==> config.mk <==
export PLATFORM = sky130hd
export DESIGN_NAME = pid_conditional_antiwindup
export DESIGN_NICKNAME = d
export VERILOG_FILES = /design/src/hw/rtl/pidaw_pkg.sv /design/src/hw/rtl/pid_conditional_antiwindup.sv /design/src/hw/rtl/pidaw_ctrl.sv /design/src/hw/rtl/pidaw_dp.sv
export SDC_FILE = /design/constraint.sdc
export NUM_CORES = 2
export LEC_CHECK = 0
export BUFFER_PORTS_ARGS = -buffer_cell sky130_fd_sc_hd__buf_4
export CAP_MARGIN = 20
export CORE_ASPECT_RATIO = 2
export CORE_MARGIN = 2
export CORE_UTILIZATION = 58
export DETAILED_ROUTE_END_ITERATION = 7
export MAX_ROUTING_LAYER = met4
export PLACE_DENSITY = 0.84
export SYNTH_ARGS = -nofsm -noshare
export SYNTH_HDL_FRONTEND = slang
export SYNTH_SLANG_ARGS = --single-unit
==> constraint.sdc <==
create_clock -name clock -period 13.8 [get_ports clock]
set_input_delay 1.38 -clock clock [delete_from_list [all_inputs] [get_ports clock]]
set_output_delay 1.38 -clock clock [all_outputs]
set_load 0.01 [all_outputs]
==> src/hw/rtl/pidaw_pkg.sv <==
// ============================================================================
// pidaw_pkg
// Types and constants shared by the anti-windup PID controller and its parts.
// ============================================================================
package pidaw_pkg;

   // Configuration register indexes.
   localparam logic [2:0] REG_PROP_GAIN  = 3'd0;
   localparam logic [2:0] REG_INTEG_GAIN = 3'd1;
   localparam logic [2:0] REG_DERIV_GAIN = 3'd2;
   localparam logic [2:0] REG_RATE       = 3'd3;
   localparam logic [2:0] REG_DRIVE_LIM  = 3'd4;
   localparam logic [2:0] REG_INTEG_LIM  = 3'd5;

   localparam int CSR_DATA_WIDTH = 32;
   localparam int SUM_WIDTH      = 25;
   localparam int DRIVE_WIDTH    = 16;

   // Every product magnitude saturates at 2^MAG_WIDTH.
   localparam int MAG_WIDTH = 61;

   // Datapath operations.
   typedef enum logic [3:0] {
      OP_NONE,
      OP_LOAD,
      OP_MUL_P,
      OP_MUL_D1,
      OP_MUL_D2,
      OP_MUL_I,
      OP_DIV_START,
      OP_DIV_STEP,
      OP_TEST,
      OP_INTEG,
      OP_FINISH,
      OP_REPEAT
   } op_type;

   typedef enum logic [3:0] {
      ST_IDLE,
      ST_LOAD,
      ST_MUL_P,
      ST_MUL_D1,
      ST_MUL_D2,
      ST_MUL_I,
      ST_DIV_START,
      ST_DIV_STEP,
      ST_TEST,
      ST_INTEG,
      ST_FINISH,
      ST_REPEAT,
      ST_OUT
   } state_type;

   // Status reported by the datapath to the controller.
   typedef struct packed {
      logic mul_done;
      logic div_done;
      logic in_window;
      logic second_pass;
   } dp_status_type;

endpackage

==> src/hw/rtl/pid_conditional_antiwindup.sv <==
// ============================================================================
// pid_conditional_antiwindup
// PID controller with conditional-integration anti-windup.
// ============================================================================
//   channel  ports                      transfer when
//   req      req_valid/ready, error     req_valid && req_ready
//   rsp      rsp_valid/ready, drive,    rsp_valid && rsp_ready
//            status
//   csr      csr_we, csr_index, data    csr_we
//
// A bit-serial multiplier (one multiplier bit per cycle) runs four products
// (P, D1, D2 and I), then a restoring divider runs, and the result is
// offered. When the sample is integrated the integral term is recomputed. A
// zero sample rate skips the multiplies and the divide. Reset clears the
// integral and last error. A result held by rsp_ready stalls the next input,
// which is taken no earlier than the cycle after the result transfer.
module pid_conditional_antiwindup #(
   parameter int ERROR_WIDTH    = 16,
   parameter int GAIN_FRAC_BITS = 16
) (
   input  logic                          clock,
   input  logic                          reset,
   input  logic                          req_valid,
   output logic                          req_ready,
   input  logic signed [ERROR_WIDTH-1:0] req_error,
   output logic                          rsp_valid,
   input  logic                          rsp_ready,
   output logic signed [15:0]            rsp_drive,
   output logic                          rsp_status,
   input  logic                          csr_we,
   input  logic [2:0]                    csr_index,
   input  logic [pidaw_pkg::CSR_DATA_WIDTH-1:0] csr_data
);

   logic signed [31:0] kp_ff, ki_ff, kd_ff;
   logic [15:0] rate_ff;
   logic [14:0] dlim_ff;
   logic [23:0] ilim_ff;
   logic status_ff;

   // Configuration registers.
   always_ff @(posedge clock) begin
      if (reset) begin
         kp_ff   <= '0;
         ki_ff   <= '0;
         kd_ff   <= '0;
         rate_ff <= '0;
         dlim_ff <= 15'h7fff;
         ilim_ff <= 24'hffffff;
      end else if (csr_we) begin
         unique case (csr_index)
            pidaw_pkg::REG_PROP_GAIN:  kp_ff   <= csr_data;
            pidaw_pkg::REG_INTEG_GAIN: ki_ff   <= csr_data;
            pidaw_pkg::REG_DERIV_GAIN: kd_ff   <= csr_data;
            pidaw_pkg::REG_RATE:       rate_ff <= csr_data[15:0];
            pidaw_pkg::REG_DRIVE_LIM:  dlim_ff <= csr_data[14:0];
            pidaw_pkg::REG_INTEG_LIM:  ilim_ff <= csr_data[23:0];
            default: ;
         endcase
      end
   end

   pidaw_pkg::op_type op;
   pidaw_pkg::dp_status_type dp_status;

   pidaw_ctrl u_ctrl (
      .clock     (clock),
      .reset     (reset),
      .req_valid (req_valid),
      .req_ready (req_ready),
      .rsp_valid (rsp_valid),
      .rsp_ready (rsp_ready),
      .rate_zero (rate_ff == '0),
      .status    (dp_status),
      .op        (op)
   );

   pidaw_dp #(
      .ERROR_WIDTH    (ERROR_WIDTH),
      .GAIN_FRAC_BITS (GAIN_FRAC_BITS)
   ) u_dp (
      .clock          (clock),
      .op             (op),
      .error_in       (req_error),
      .prop_gain      (kp_ff),
      .integ_gain     (ki_ff),
      .deriv_gain     (kd_ff),
      .sample_rate    (rate_ff),
      .drive_limit    (dlim_ff),
      .integral_limit (ilim_ff),
      .reset          (reset),
      .status         (dp_status),
      .drive          (rsp_drive)
   );

   // Status flag of the tick in flight.
   always_ff @(posedge clock) begin
      if (reset) begin
         status_ff <= 1'b0;
      end else if (req_valid && req_ready) begin
         status_ff <= (rate_ff == '0);
      end
   end
   assign rsp_status = status_ff;

endmodule

==> src/hw/rtl/pidaw_ctrl.sv <==
// ============================================================================
// pidaw_ctrl
// Sequencer for one control tick: multiplies, divide, window test, output.
// ============================================================================
module pidaw_ctrl (
   input  logic                    clock,
   input  logic                    reset,
   input  logic                    req_valid,
   output logic                    req_ready,
   output logic                    rsp_valid,
   input  logic                    rsp_ready,
   input  logic                    rate_zero,
   input  pidaw_pkg::dp_status_type status,
   output pidaw_pkg::op_type       op
);

   pidaw_pkg::state_type state_ff, state_in;

   // Next-state logic.
   always_comb begin
      state_in = state_ff;
      unique case (state_ff)
         pidaw_pkg::ST_IDLE: begin
            if (req_valid) begin
               state_in = rate_zero ? pidaw_pkg::ST_REPEAT : pidaw_pkg::ST_LOAD;
            end
         end
         pidaw_pkg::ST_LOAD:   state_in = pidaw_pkg::ST_MUL_P;
         pidaw_pkg::ST_MUL_P: begin
            if (status.mul_done) state_in = pidaw_pkg::ST_MUL_D1;
         end
         pidaw_pkg::ST_MUL_D1: begin
            if (status.mul_done) state_in = pidaw_pkg::ST_MUL_D2;
         end
         pidaw_pkg::ST_MUL_D2: begin
            if (status.mul_done) state_in = pidaw_pkg::ST_MUL_I;
         end
         pidaw_pkg::ST_MUL_I: begin
            if (status.mul_done) state_in = pidaw_pkg::ST_DIV_START;
         end
         pidaw_pkg::ST_DIV_START: state_in = pidaw_pkg::ST_DIV_STEP;
         pidaw_pkg::ST_DIV_STEP: begin
            if (status.div_done) state_in = pidaw_pkg::ST_TEST;
         end
         pidaw_pkg::ST_TEST: begin
            if (status.in_window && !status.second_pass) begin
               state_in = pidaw_pkg::ST_INTEG;
            end else begin
               state_in = pidaw_pkg::ST_FINISH;
            end
         end
         pidaw_pkg::ST_INTEG:  state_in = pidaw_pkg::ST_MUL_I;
         pidaw_pkg::ST_FINISH: state_in = pidaw_pkg::ST_OUT;
         pidaw_pkg::ST_REPEAT: state_in = pidaw_pkg::ST_OUT;
         pidaw_pkg::ST_OUT: begin
            if (rsp_ready) state_in = pidaw_pkg::ST_IDLE;
         end
         default: state_in = pidaw_pkg::ST_IDLE;
      endcase
   end

   // Output decode.
   always_comb begin
      op        = pidaw_pkg::OP_NONE;
      req_ready = 1'b0;
      rsp_valid = 1'b0;
      unique case (state_ff)
         pidaw_pkg::ST_IDLE: begin
            req_ready = 1'b1;
            if (req_valid && !rate_zero) op = pidaw_pkg::OP_LOAD;
         end
         pidaw_pkg::ST_LOAD:      op = pidaw_pkg::OP_NONE;
         pidaw_pkg::ST_MUL_P:     op = pidaw_pkg::OP_MUL_P;
         pidaw_pkg::ST_MUL_D1:    op = pidaw_pkg::OP_MUL_D1;
         pidaw_pkg::ST_MUL_D2:    op = pidaw_pkg::OP_MUL_D2;
         pidaw_pkg::ST_MUL_I:     op = pidaw_pkg::OP_MUL_I;
         pidaw_pkg::ST_DIV_START: op = pidaw_pkg::OP_DIV_START;
         pidaw_pkg::ST_DIV_STEP:  op = pidaw_pkg::OP_DIV_STEP;
         pidaw_pkg::ST_TEST:      op = pidaw_pkg::OP_TEST;
         pidaw_pkg::ST_INTEG:     op = pidaw_pkg::OP_INTEG;
         pidaw_pkg::ST_FINISH:    op = pidaw_pkg::OP_FINISH;
         pidaw_pkg::ST_REPEAT:    op = pidaw_pkg::OP_REPEAT;
         pidaw_pkg::ST_OUT:       rsp_valid = 1'b1;
         default:                 op = pidaw_pkg::OP_NONE;
      endcase
   end

   always_ff @(posedge clock) begin
      if (reset) begin
         state_ff <= pidaw_pkg::ST_IDLE;
      end else begin
         state_ff <= state_in;
      end
   end

   // The state entered on an input transfer never offers a result.
   assert property (@(posedge clock) disable iff (reset)
      (state_ff == pidaw_pkg::ST_IDLE && req_valid) |=> !rsp_valid)
      else $error("result offered in the cycle after an input transfer");

   // A held result stays offered until it is taken.
   assert property (@(posedge clock) disable iff (reset)
      (rsp_valid && !rsp_ready) |=> rsp_valid)
      else $error("result withdrawn before transfer");

   // No input is taken while a tick is being processed.
   assert property (@(posedge clock) disable iff (reset)
      (state_ff != pidaw_pkg::ST_IDLE) |-> !req_ready)
      else $error("input ready while busy");

endmodule

==> src/hw/rtl/pidaw_dp.sv <==
// ============================================================================
// pidaw_dp
// Datapath: shared shift-add multiplier, radix-2 divider, sums, clamps.
// ============================================================================
module pidaw_dp #(
   parameter int ERROR_WIDTH    = 16,
   parameter int GAIN_FRAC_BITS = 16
) (
   input  logic                               clock,
   input  pidaw_pkg::op_type                  op,
   input  logic signed [ERROR_WIDTH-1:0]      error_in,
   input  logic signed [31:0]                 prop_gain,
   input  logic signed [31:0]                 integ_gain,
   input  logic signed [31:0]                 deriv_gain,
   input  logic [15:0]                        sample_rate,
   input  logic [14:0]                        drive_limit,
   input  logic [23:0]                        integral_limit,
   input  logic                               reset,
   output pidaw_pkg::dp_status_type           status,
   output logic signed [pidaw_pkg::DRIVE_WIDTH-1:0] drive
);

   localparam int MW   = pidaw_pkg::MAG_WIDTH;
   localparam int SW   = pidaw_pkg::SUM_WIDTH;
   localparam int DRW  = pidaw_pkg::DRIVE_WIDTH;
   localparam int DW   = ERROR_WIDTH + 1;        // width of e - prev magnitude
   localparam int MPW  = (DW > SW) ? DW : SW;    // multiplier register width
   localparam int DENW = 16 + GAIN_FRAC_BITS;
   localparam int CNTW = 7;
   localparam logic [MW:0] CAP = {1'b1, {MW{1'b0}}};  // 2^61 in MW+1 bits
   localparam int TW   = 64;                     // width of signed terms

   // Architectural state.
   logic signed [SW-1:0] sum_ff, sum_in;
   logic signed [15:0] prev_err_ff;
   logic signed [DRW-1:0] prev_drive_ff;

   // Working registers.
   logic signed [ERROR_WIDTH-1:0] e_ff;
   logic [MW:0] acc_ff;        // saturating product magnitude
   logic [MW:0] mcand_ff;      // multiplicand
   logic [MPW-1:0] mplier_ff;  // multiplier, consumed MSB first, one bit per cycle
   logic [CNTW-1:0] cnt_ff;
   logic signed [TW-1:0] p_ff, d_ff, i_ff;
   logic [MW:0] rem_ff;
   logic [MW:0] quo_ff;
   logic pass_ff;
   logic mul_busy_ff;

   // Magnitudes and signs.
   logic [ERROR_WIDTH:0] e_ext;
   logic signed [ERROR_WIDTH:0] diff;
   logic [31:0] mag_kp, mag_kd, mag_ki;
   logic [ERROR_WIDTH:0] mag_e, mag_diff;
   logic [SW-1:0] mag_sum;
   assign diff    = (ERROR_WIDTH+1)'(e_ff) - (ERROR_WIDTH+1)'(prev_err_ff);
   assign e_ext   = (ERROR_WIDTH+1)'(e_ff);
   assign mag_kp  = prop_gain[31]  ? 32'(-prop_gain)  : 32'(prop_gain);
   assign mag_kd  = deriv_gain[31] ? 32'(-deriv_gain) : 32'(deriv_gain);
   assign mag_ki  = integ_gain[31] ? 32'(-integ_gain) : 32'(integ_gain);
   assign mag_e   = e_ext[ERROR_WIDTH] ? (ERROR_WIDTH+1)'(-e_ext) : e_ext;
   assign mag_diff = diff[ERROR_WIDTH] ? (ERROR_WIDTH+1)'(-diff) : (ERROR_WIDTH+1)'(diff);
   assign mag_sum = sum_ff[SW-1] ? SW'(-sum_ff) : SW'(sum_ff);

   // Multiplier operands, left aligned so that the top bit is consumed first.
   logic [MPW-1:0] mpl_e, mpl_diff, mpl_rate, mpl_sum;
   assign mpl_e    = MPW'(mag_e) << (MPW - DW);
   assign mpl_diff = MPW'(mag_diff) << (MPW - DW);
   assign mpl_rate = MPW'(sample_rate) << (MPW - 16);
   assign mpl_sum  = MPW'(mag_sum) << (MPW - SW);

   // One shift-add step of the multiplier, with saturation at the cap.
   logic [MW+1:0] mac_sum;
   logic [MW:0] mac_next;
   assign mac_sum  = {acc_ff, 1'b0} + (mplier_ff[MPW-1] ? (MW+2)'(mcand_ff) : '0);
   assign mac_next = (acc_ff >= CAP || mac_sum >= (MW+2)'(CAP)) ? CAP : mac_sum[MW:0];

   // Divider: restoring, one quotient bit per cycle.
   logic [DENW-1:0] den;
   logic [MW+1:0] trial;
   assign den   = {sample_rate, {GAIN_FRAC_BITS{1'b0}}};
   assign trial = {rem_ff, quo_ff[MW]};

   // Window test and clamp.
   logic signed [TW-1:0] total;
   logic signed [TW-1:0] lim;
   assign total = p_ff + i_ff + d_ff;
   assign lim   = TW'(drive_limit);

   logic signed [TW-1:0] sum_wide;
   logic signed [TW-1:0] ilim;
   assign sum_wide = TW'(sum_ff) + TW'(e_ff);
   assign ilim     = TW'(integral_limit);

   always_comb begin
      if (sum_wide > ilim)       sum_in = SW'(ilim);
      else if (sum_wide < -ilim) sum_in = SW'(-ilim);
      else                       sum_in = SW'(sum_wide);
   end

   logic signed [TW-1:0] sat_total;
   always_comb begin
      if (total > lim)       sat_total = lim;
      else if (total < -lim) sat_total = -lim;
      else                   sat_total = total;
   end

   // Signed term from magnitude.
   logic signed [TW-1:0] term_mag;
   assign term_mag = TW'(acc_ff >> GAIN_FRAC_BITS);

   always_ff @(posedge clock) begin
      if (reset) begin
         sum_ff        <= '0;
         prev_err_ff   <= '0;
         prev_drive_ff <= '0;
         mul_busy_ff   <= 1'b0;
      end else begin
         case (op)
            pidaw_pkg::OP_LOAD: begin
               e_ff    <= error_in;
               pass_ff <= 1'b0;
            end
            pidaw_pkg::OP_MUL_P, pidaw_pkg::OP_MUL_D1,
            pidaw_pkg::OP_MUL_D2, pidaw_pkg::OP_MUL_I: begin
               if (!mul_busy_ff) begin
                  // Load operands; the second D multiply scales the first product.
                  mul_busy_ff <= 1'b1;
                  acc_ff      <= '0;
                  case (op)
                     pidaw_pkg::OP_MUL_P: begin
                        mcand_ff  <= (MW+1)'(mag_kp);
                        mplier_ff <= mpl_e;
                        cnt_ff    <= CNTW'(DW);
                     end
                     pidaw_pkg::OP_MUL_D1: begin
                        mcand_ff  <= (MW+1)'(mag_kd);
                        mplier_ff <= mpl_diff;
                        cnt_ff    <= CNTW'(DW);
                     end
                     pidaw_pkg::OP_MUL_D2: begin
                        mcand_ff  <= acc_ff;
                        mplier_ff <= mpl_rate;
                        cnt_ff    <= CNTW'(16);
                     end
                     default: begin
                        mcand_ff  <= (MW+1)'(mag_ki);
                        mplier_ff <= mpl_sum;
                        cnt_ff    <= CNTW'(SW);
                     end
                  endcase
               end else if (cnt_ff != '0) begin
                  acc_ff    <= mac_next;
                  mplier_ff <= {mplier_ff[MPW-2:0], 1'b0};
                  cnt_ff    <= cnt_ff - 1'b1;
               end else begin
                  mul_busy_ff <= 1'b0;
                  case (op)
                     pidaw_pkg::OP_MUL_P:
                        p_ff <= (prop_gain[31] != e_ff[ERROR_WIDTH-1]) ? -term_mag : term_mag;
                     pidaw_pkg::OP_MUL_D2:
                        d_ff <= (deriv_gain[31] != diff[ERROR_WIDTH]) ? -term_mag : term_mag;
                     default: ;
                  endcase
               end
            end
            pidaw_pkg::OP_DIV_START: begin
               rem_ff <= '0;
               quo_ff <= acc_ff;
               cnt_ff <= CNTW'(MW + 1);
            end
            pidaw_pkg::OP_DIV_STEP: begin
               if (cnt_ff != '0) begin
                  if (trial >= (MW+2)'(den)) begin
                     rem_ff <= (MW+1)'(trial - (MW+2)'(den));
                     quo_ff <= {quo_ff[MW-1:0], 1'b1};
                  end else begin
                     rem_ff <= trial[MW:0];
                     quo_ff <= {quo_ff[MW-1:0], 1'b0};
                  end
                  cnt_ff <= cnt_ff - 1'b1;
               end else begin
                  i_ff <= (integ_gain[31] != sum_ff[SW-1]) ?
                          -TW'(quo_ff) : TW'(quo_ff);
               end
            end
            pidaw_pkg::OP_INTEG: begin
               sum_ff  <= sum_in;
               pass_ff <= 1'b1;
            end
            pidaw_pkg::OP_FINISH: begin
               prev_err_ff   <= 16'(e_ff);
               prev_drive_ff <= DRW'(sat_total);
            end
            default: ;
         endcase
      end
   end

   assign status.mul_done    = mul_busy_ff && cnt_ff == '0;
   assign status.div_done    = cnt_ff == '0 && op == pidaw_pkg::OP_DIV_STEP;
   assign status.in_window   = total < lim && total > -lim;
   assign status.second_pass = pass_ff;
   assign drive              = prev_drive_ff;

   // The accumulated sum never leaves the integral window once written.
   assert property (@(posedge clock) disable iff (reset)
      $past(op) == pidaw_pkg::OP_INTEG |->
         (TW'(sum_ff) <= ilim && TW'(sum_ff) >= -ilim))
      else $error("error sum outside its limit");

   // The stored drive stays inside the drive limit after a tick.
   assert property (@(posedge clock) disable iff (reset)
      $past(op) == pidaw_pkg::OP_FINISH |->
         (TW'(prev_drive_ff) <= lim && TW'(prev_drive_ff) >= -lim))
      else $error("drive outside its limit");

   // Integration happens at most once per tick.
   assert property (@(posedge clock) disable iff (reset)
      (op == pidaw_pkg::OP_INTEG) |-> !pass_ff)
      else $error("second integration in one tick");

endmodule

=== After elaboration in Yosys (flattened, before gate mapping) ===
Cells that the tools add are included.

* Flip-flop bits (word level): 703
* Input bits: 56
* Output and inout port bits: 19
* Word-level logic and storage cells: 176

* Add/subtract/negate cells: 17
* $lt $le $gt $ge: 9
* Equality and inequality tests: 38
* Muxes and demuxes: 47
* Bitwise gates (word level): 3
* Reduce and logical (&&, ||, !) cells: 36

{| class="wikitable"
|+ Operators by type and width
! cell !! number
|-
| 62-bit two-way mux || 7
|-
| 62-bit case mux with 2 select lines || 2
|-
| 62-bit case mux with 3 select lines || 1
|-
| 64-bit adder || 2
|-
| 64-bit < comparator || 2
|-
| 25-bit two-way mux || 5
|-
| 32-bit two-way mux || 3
|-
| 32-bit negation || 3
|-
| 46-bit two-way mux || 2
|-
| 25-bit case mux with 3 select lines || 1
|-
| 64-bit by 16-bit greater-than comparator with 1-bit output || 1
|-
| 64-bit by 25-bit greater-than comparator with 1-bit output || 1
|-
| 64-bit greater-than comparator || 1
|-
| 64-bit by 16-bit < comparator with 1-bit output || 1
|-
| 15-bit negation with 64-bit output || 1
|-
| 24-bit negation with 64-bit output || 1
|-
| 46-bit negation with 64-bit output || 1
|-
| 62-bit negation with 64-bit output || 1
|-
| 63-bit adder || 1
|-
| 63-bit by 32-bit >= comparator with 1-bit output || 1
|-
| 63-bit by 62-bit >= comparator with 1-bit output (second input constant) || 1
|-
| 62-bit >= comparator (second input constant) || 1
|-
| 62-bit by 32-bit subtractor with 62-bit output || 1
|-
| 4-bit case mux with 12 select lines || 1
|-
| other kinds (42) || 108
|}

=== Logic depth before layout (Yosys ltp) ===
* Depth after elaboration: 10
* Mapped depth: 29
* Gate-level depth less buffers: 27

=== Hierarchy ===
A second synthesis with hierarchy kept.

* Cell total of the unflattened synthesis: 5,615
* Area, all modules: 50,036.7 µm²

{| class="wikitable"
|+ By module, submodules not included
! module !! instances !! cells each !! area an instance (µm²) !! sequential area each (µm²)
|-
| pidaw_dp || 1 || 4,892 || 44,119.8 || 15,845.2
|-
| pid_conditional_antiwindup || 1 || 665 || 5,487.8 || 3,042.9
|-
| pidaw_ctrl || 1 || 58 || 429.2 || 80.1
|}

=== Worst setup path before layout ===
OpenSTA, ideal clock, no wires.

* Path kind: in2reg
* Start point: input port req_valid
* End point: register u_dp.quo_ff[0] (enable)
* Library setup time: 759 ps
* Arrival time: 10,282 ps
* Required time: 13,041 ps
* Path slack: 2,759 ps
* Stages: 4
* Path buffers: 1
* Path through: a31oi_1 clkbuf_1 nor2_1 nor3_1

* Cells in the longest elaborated chain, start to end: 6
* Elaborated cells on any way between the ends: 8
* Those cells by class: eq/ne: 3; mux: 2; reduce/logical: 3

{| class="wikitable"
|+ RTL lines
! what !! RTL line !! RTL
|-
| from (decl) || pid_conditional_antiwindup.sv:23 || <nowiki>input logic req_valid,</nowiki>
|-
| 1-bit logical AND * || pidaw_ctrl.sv:70 || <nowiki>if (req_valid && !rate_zero) op = pidaw_pkg::OP_LOAD;</nowiki>
|-
| 1-bit two-way mux * || pidaw_ctrl.sv:70 ||
|-
| 4-bit case mux with 11 select lines * || pidaw_ctrl.sv:67 || <nowiki>unique case (state_ff)</nowiki>
|-
| 4-bit by 3-bit equality test with 1-bit output || pidaw_dp.sv:119 || <nowiki>case (op)</nowiki>
|-
| 2-bit by 1-bit inequality test with 1-bit output (no source line) or 2-bit nonzero test (tied branches) || n/a ||
|-
| 3-bit AND reduction (no source line) * || n/a ||
|-
| to (signal assigned) || pidaw_dp.sv:176 || <nowiki>quo_ff <= {quo_ff[MW-1:0], 1'b1};</nowiki>
|-
| to (signal assigned) || pidaw_dp.sv:179 || <nowiki>quo_ff <= {quo_ff[MW-1:0], 1'b0};</nowiki>
|-
| to (decl) || pidaw_dp.sv:46 || <nowiki>logic [MW:0] quo_ff;</nowiki>
|}

Mark *: on every way between the ends. The rest lies on a longest branch, timed or not.
A chain may end at the register's enable or synchronous reset.

=== Worst setup path after layout ===
* Start point: register u_dp.i_ff[1]
* End point: register u_dp.prev_drive_ff[0], in the netlist u_dp.drive[0]

* Cells in the longest elaborated chain, start to end: 5
* Elaborated cells on any way between the ends: 6
* Those cells by class: add/sub: 2; order compare: 2; mux: 2

{| class="wikitable"
|+ RTL lines
! what !! RTL line !! RTL
|-
| from (decl) || pidaw_dp.sv:44 || <nowiki>logic signed [TW-1:0] p_ff, d_ff, i_ff;</nowiki>
|-
| from (signal assigned) || pidaw_dp.sv:183 || <nowiki>i_ff <= (integ_gain[31] != sum_ff[SW-1]) ?</nowiki>
|-
| 64-bit adder * (2 in series) || pidaw_dp.sv:87 || <nowiki>assign total = p_ff + i_ff + d_ff;</nowiki>
|-
| 64-bit < comparator || pidaw_dp.sv:104 || <nowiki>else if (total < -lim) sat_total = -lim;</nowiki>
|-
| 16-bit two-way mux || pidaw_dp.sv:104 ||
|-
| 16-bit two-way mux * || pidaw_dp.sv:103 || <nowiki>if (total > lim) sat_total = lim;</nowiki>
|-
| to (signal assigned) || pidaw_dp.sv:193 || <nowiki>prev_drive_ff <= DRW'(sat_total);</nowiki>
|-
| to (decl) || pidaw_dp.sv:36 || <nowiki>logic signed [DRW-1:0] prev_drive_ff;</nowiki>
|}

Marked as above.

==> run metrics <==
later-pin clock latency in the skew report 670 ps; worst vdd ir 0.0994 mV; RSZ-0062 raised after global routing false; slowest CP cell or4_1; kind of end point of the critical path flip-flop; leading cell types in the layout, fill and taps excluded 863 x nand2_1, 489 x edfxtp_1, 441 x a21oi_1; DR top layer met4; hold_buf cts 0; Post-CTS Setup Inserts 0; CTS Buf Count 68; Congestion Overflow GR 0; Ys Warns 0; worst-margin pin slew 1240 ps; Synth Flop Type edfxtp_1; FILL cells 7153; Final Max Slew Viols 0; Die Wd 212 microns; period utilisation layout 0.619; Min-Delay Path Class flip-flop to flip-flop; Synth top area share 0.294; number of synthesized flops with an enable pin 489; largest net degree at the start of global routing 75; final critical-path required period 8540 ps; htree depth 3; Core ar. 85600 sq um; worst-path fanout max 34; syn avg cell area 8.91 sq um; clock sinks 703; P_sw 2590 uW; fraction of registers with async set/reset 0; CP max stage delay 610 ps; delay-heaviest family, CP compound AO/OA/AOI/OAI gates; Final Hold Fails 0; layout cells sized above 1 0.0655; Fin Hold WS 456 ps; die height 419 microns; Seq cells post-synth 703; vias in the first global route 44160; Design Area, Final 53700 sq um; Syn Std Cell Area 50000 sq um; pwr dens 131 nW/um^2; clock share of power 0.281; Pint 4440 uW; I/O Buffers 74; FMAX 117 MHz; M1 WL 51900 microns; GPL Wtd Cong 1.03; initial antenna violation count 3; Seq/Total Area, Yosys 0.380; commonest non-fill, non-tap cell in the layout nand2_1; first-pass GRT wire length 249000 microns; DRC Markers 0; CP Launch Type flip-flop; Synth Instances 5611; Flop pwr share 0.395; required time of the critical path 14360 ps; Finished Core Util 0.628; post-DP HPWL 123000 microns; combinational share of power 0.324; WL/cell 24.7 microns; met3 wire len 11000 microns; Cell Rows 152; CTS root buffer clkbuf_16; Static Leakage 0.0210 uW; via/cell ratio 6.57; Tot GR Track Use 0.382; max_cap viols 0; Syn Nets 6084; switching power share of the total 0.368; Post-DRT Antenna Nets 0; drt first-iter violations 3614; io pins 75; Synth cell types 105; Resize count post-CTS 0; die area 88700 sq um; Worst EP arrival 9100 ps; Slew headroom 0.168; Area after DPL 51400 sq um; drt first pass iters 8; CP Class flip-flop to flip-flop; Worst Skew 33.5 ps; top cell type by total area after synthesis edfxtp_1; CTS tree yes; final wirelength 165000 microns; outcome completed; initial core utilization 0.584; Inst Count DP 6537; clock buffer depth 3; routed via count 43805; synth top area cells edfxtp_1 29%, ha_1 8.7%, dfxtp_1 8.6%, nand2_1 6.5%, xnor2_1 4.7%; fin nets 6004; setup TNS 0 ps; Buf/Inv on CP 5; area grow syn2layout 7.52%; post-route insts no fill 6664; Met2 Routed Length 84200 microns; Clock Pin Slew Worst Setup and Hold Paths 70 ps; final setup fails 0
[routing by layer]
metal / vias to the layer above / track usage
li1: 20128 / -
met1: 20880 / 0.354
met2: 1945 / 0.671
met3: 852 / 0.0659
met4: 0 / 0.337
met5: - / -
[metrics by stage]
stage	worst slack, ps	power [uW]
after CTS	5500	6990
after global placement	5740	4980
after floorplan	2760	4320
after detailed placement	5600	5030
final	5260	7040
after global routing	4690	7320
[final timing paths]
check	slack, ps	from	to	cells past startpoint
worst max-delay path	5260	u_dp.i_ff[1]	u_dp.drive[0]	29
worst min-delay path	460	u_dp.prev_err_ff[9]	u_dp.prev_err_ff[9]	2
worst max register to register	5260	u_dp.i_ff[1]	u_dp.drive[0]	29
worst min register to register	460	u_dp.prev_err_ff[9]	u_dp.prev_err_ff[9]	2
[kinds of logic after synthesis]
| group | synth area share |
|---|---|
| simple gates | 0.207 |
| xor+xnor | 0.0842 |
| buf+inv | 0.0368 |
| mux | 0.00353 |
| compound gates | 0.175 |
| flops | 0.380 |
| fa+ha+maj | 0.115 |
[state kept, by name (all words and copies together), names as in the netlist, 24 cells and up]
register / cells
u_dp.rem_ff: 62
ki_ff: 32
u_dp.sum_ff: 25
u_dp.p_ff: 64
u_dp.mplier_ff: 25
u_dp.d_ff: 64
u_dp.mcand_ff: 62
kp_ff: 32
u_dp.quo_ff: 62
u_dp.acc_ff: 62
ilim_ff: 24
kd_ff: 32
u_dp.i_ff: 64
[worst register-to-register path, delay by kind of cell (launching register included)]
kind | cells | cell delay (ps)
flops | 1 | 330
xor+xnor | 2 | 270
buf+inv | 5 | 1080
compound gates | 11 | 3160
simple gates | 7 | 1960
fa+ha+maj | 4 | 1650
[power groups by stage]
stage	Combinational [uW]	Sequential, uW	Clock [uW]
6_report	2280	2780	1980
5_1_grt	2470	2790	2050
4_1_cts	2240	2770	1980
3_5_place_dp	2220	2810	0
3_3_place_gp	2180	2800	0
2_1_floorplan	1620	2700	0
[cells in the mapped netlist (15+ instances only)]
cell	count
o21a_1	31
clkbuf_1	268
dfxtp_1	214
nor3_1	111
inv_1	174
a221oi_1	18
nand3_1	102
or4_1	53
o21bai_1	22
xor2_1	212
or3_1	67
nand2_1	863
xnor2_1	266
fa_1	68
o22ai_1	15
a21boi_0	18
nor3b_1	15
o221ai_1	22
and2_1	127
o21ai_0	272
a2111oi_0	19
a211oi_1	24
ha_1	349
o21ai_1	18
nor2_1	417
a311oi_1	24
nand3b_1	42
a21o_1	137
or2_2	28
o41ai_1	25
a21oi_1	443
o31ai_1	87
buf_2	15
o211ai_1	35
nor4_1	86
nand2b_1	48
nor2b_1	44
a31oi_1	35
edfxtp_1	489
nand4_1	79
and3_1	21
[final cells by class]
class                           instances  area, sq um  area share
Antenna cell                            2         5.00   0.0000932
Inverter                              175          657      0.0122
Multi-Input combinational cell       4432        29300       0.546
Tap cell                             1078         1350      0.0251
Clock inverter                         40          454     0.00845
Sequential cell                       703        19000       0.353
Timing Repair Buffer                  151         1170      0.0218
Clock buffer                           83         1800      0.0335
Power figures use the tool's default switching activity.
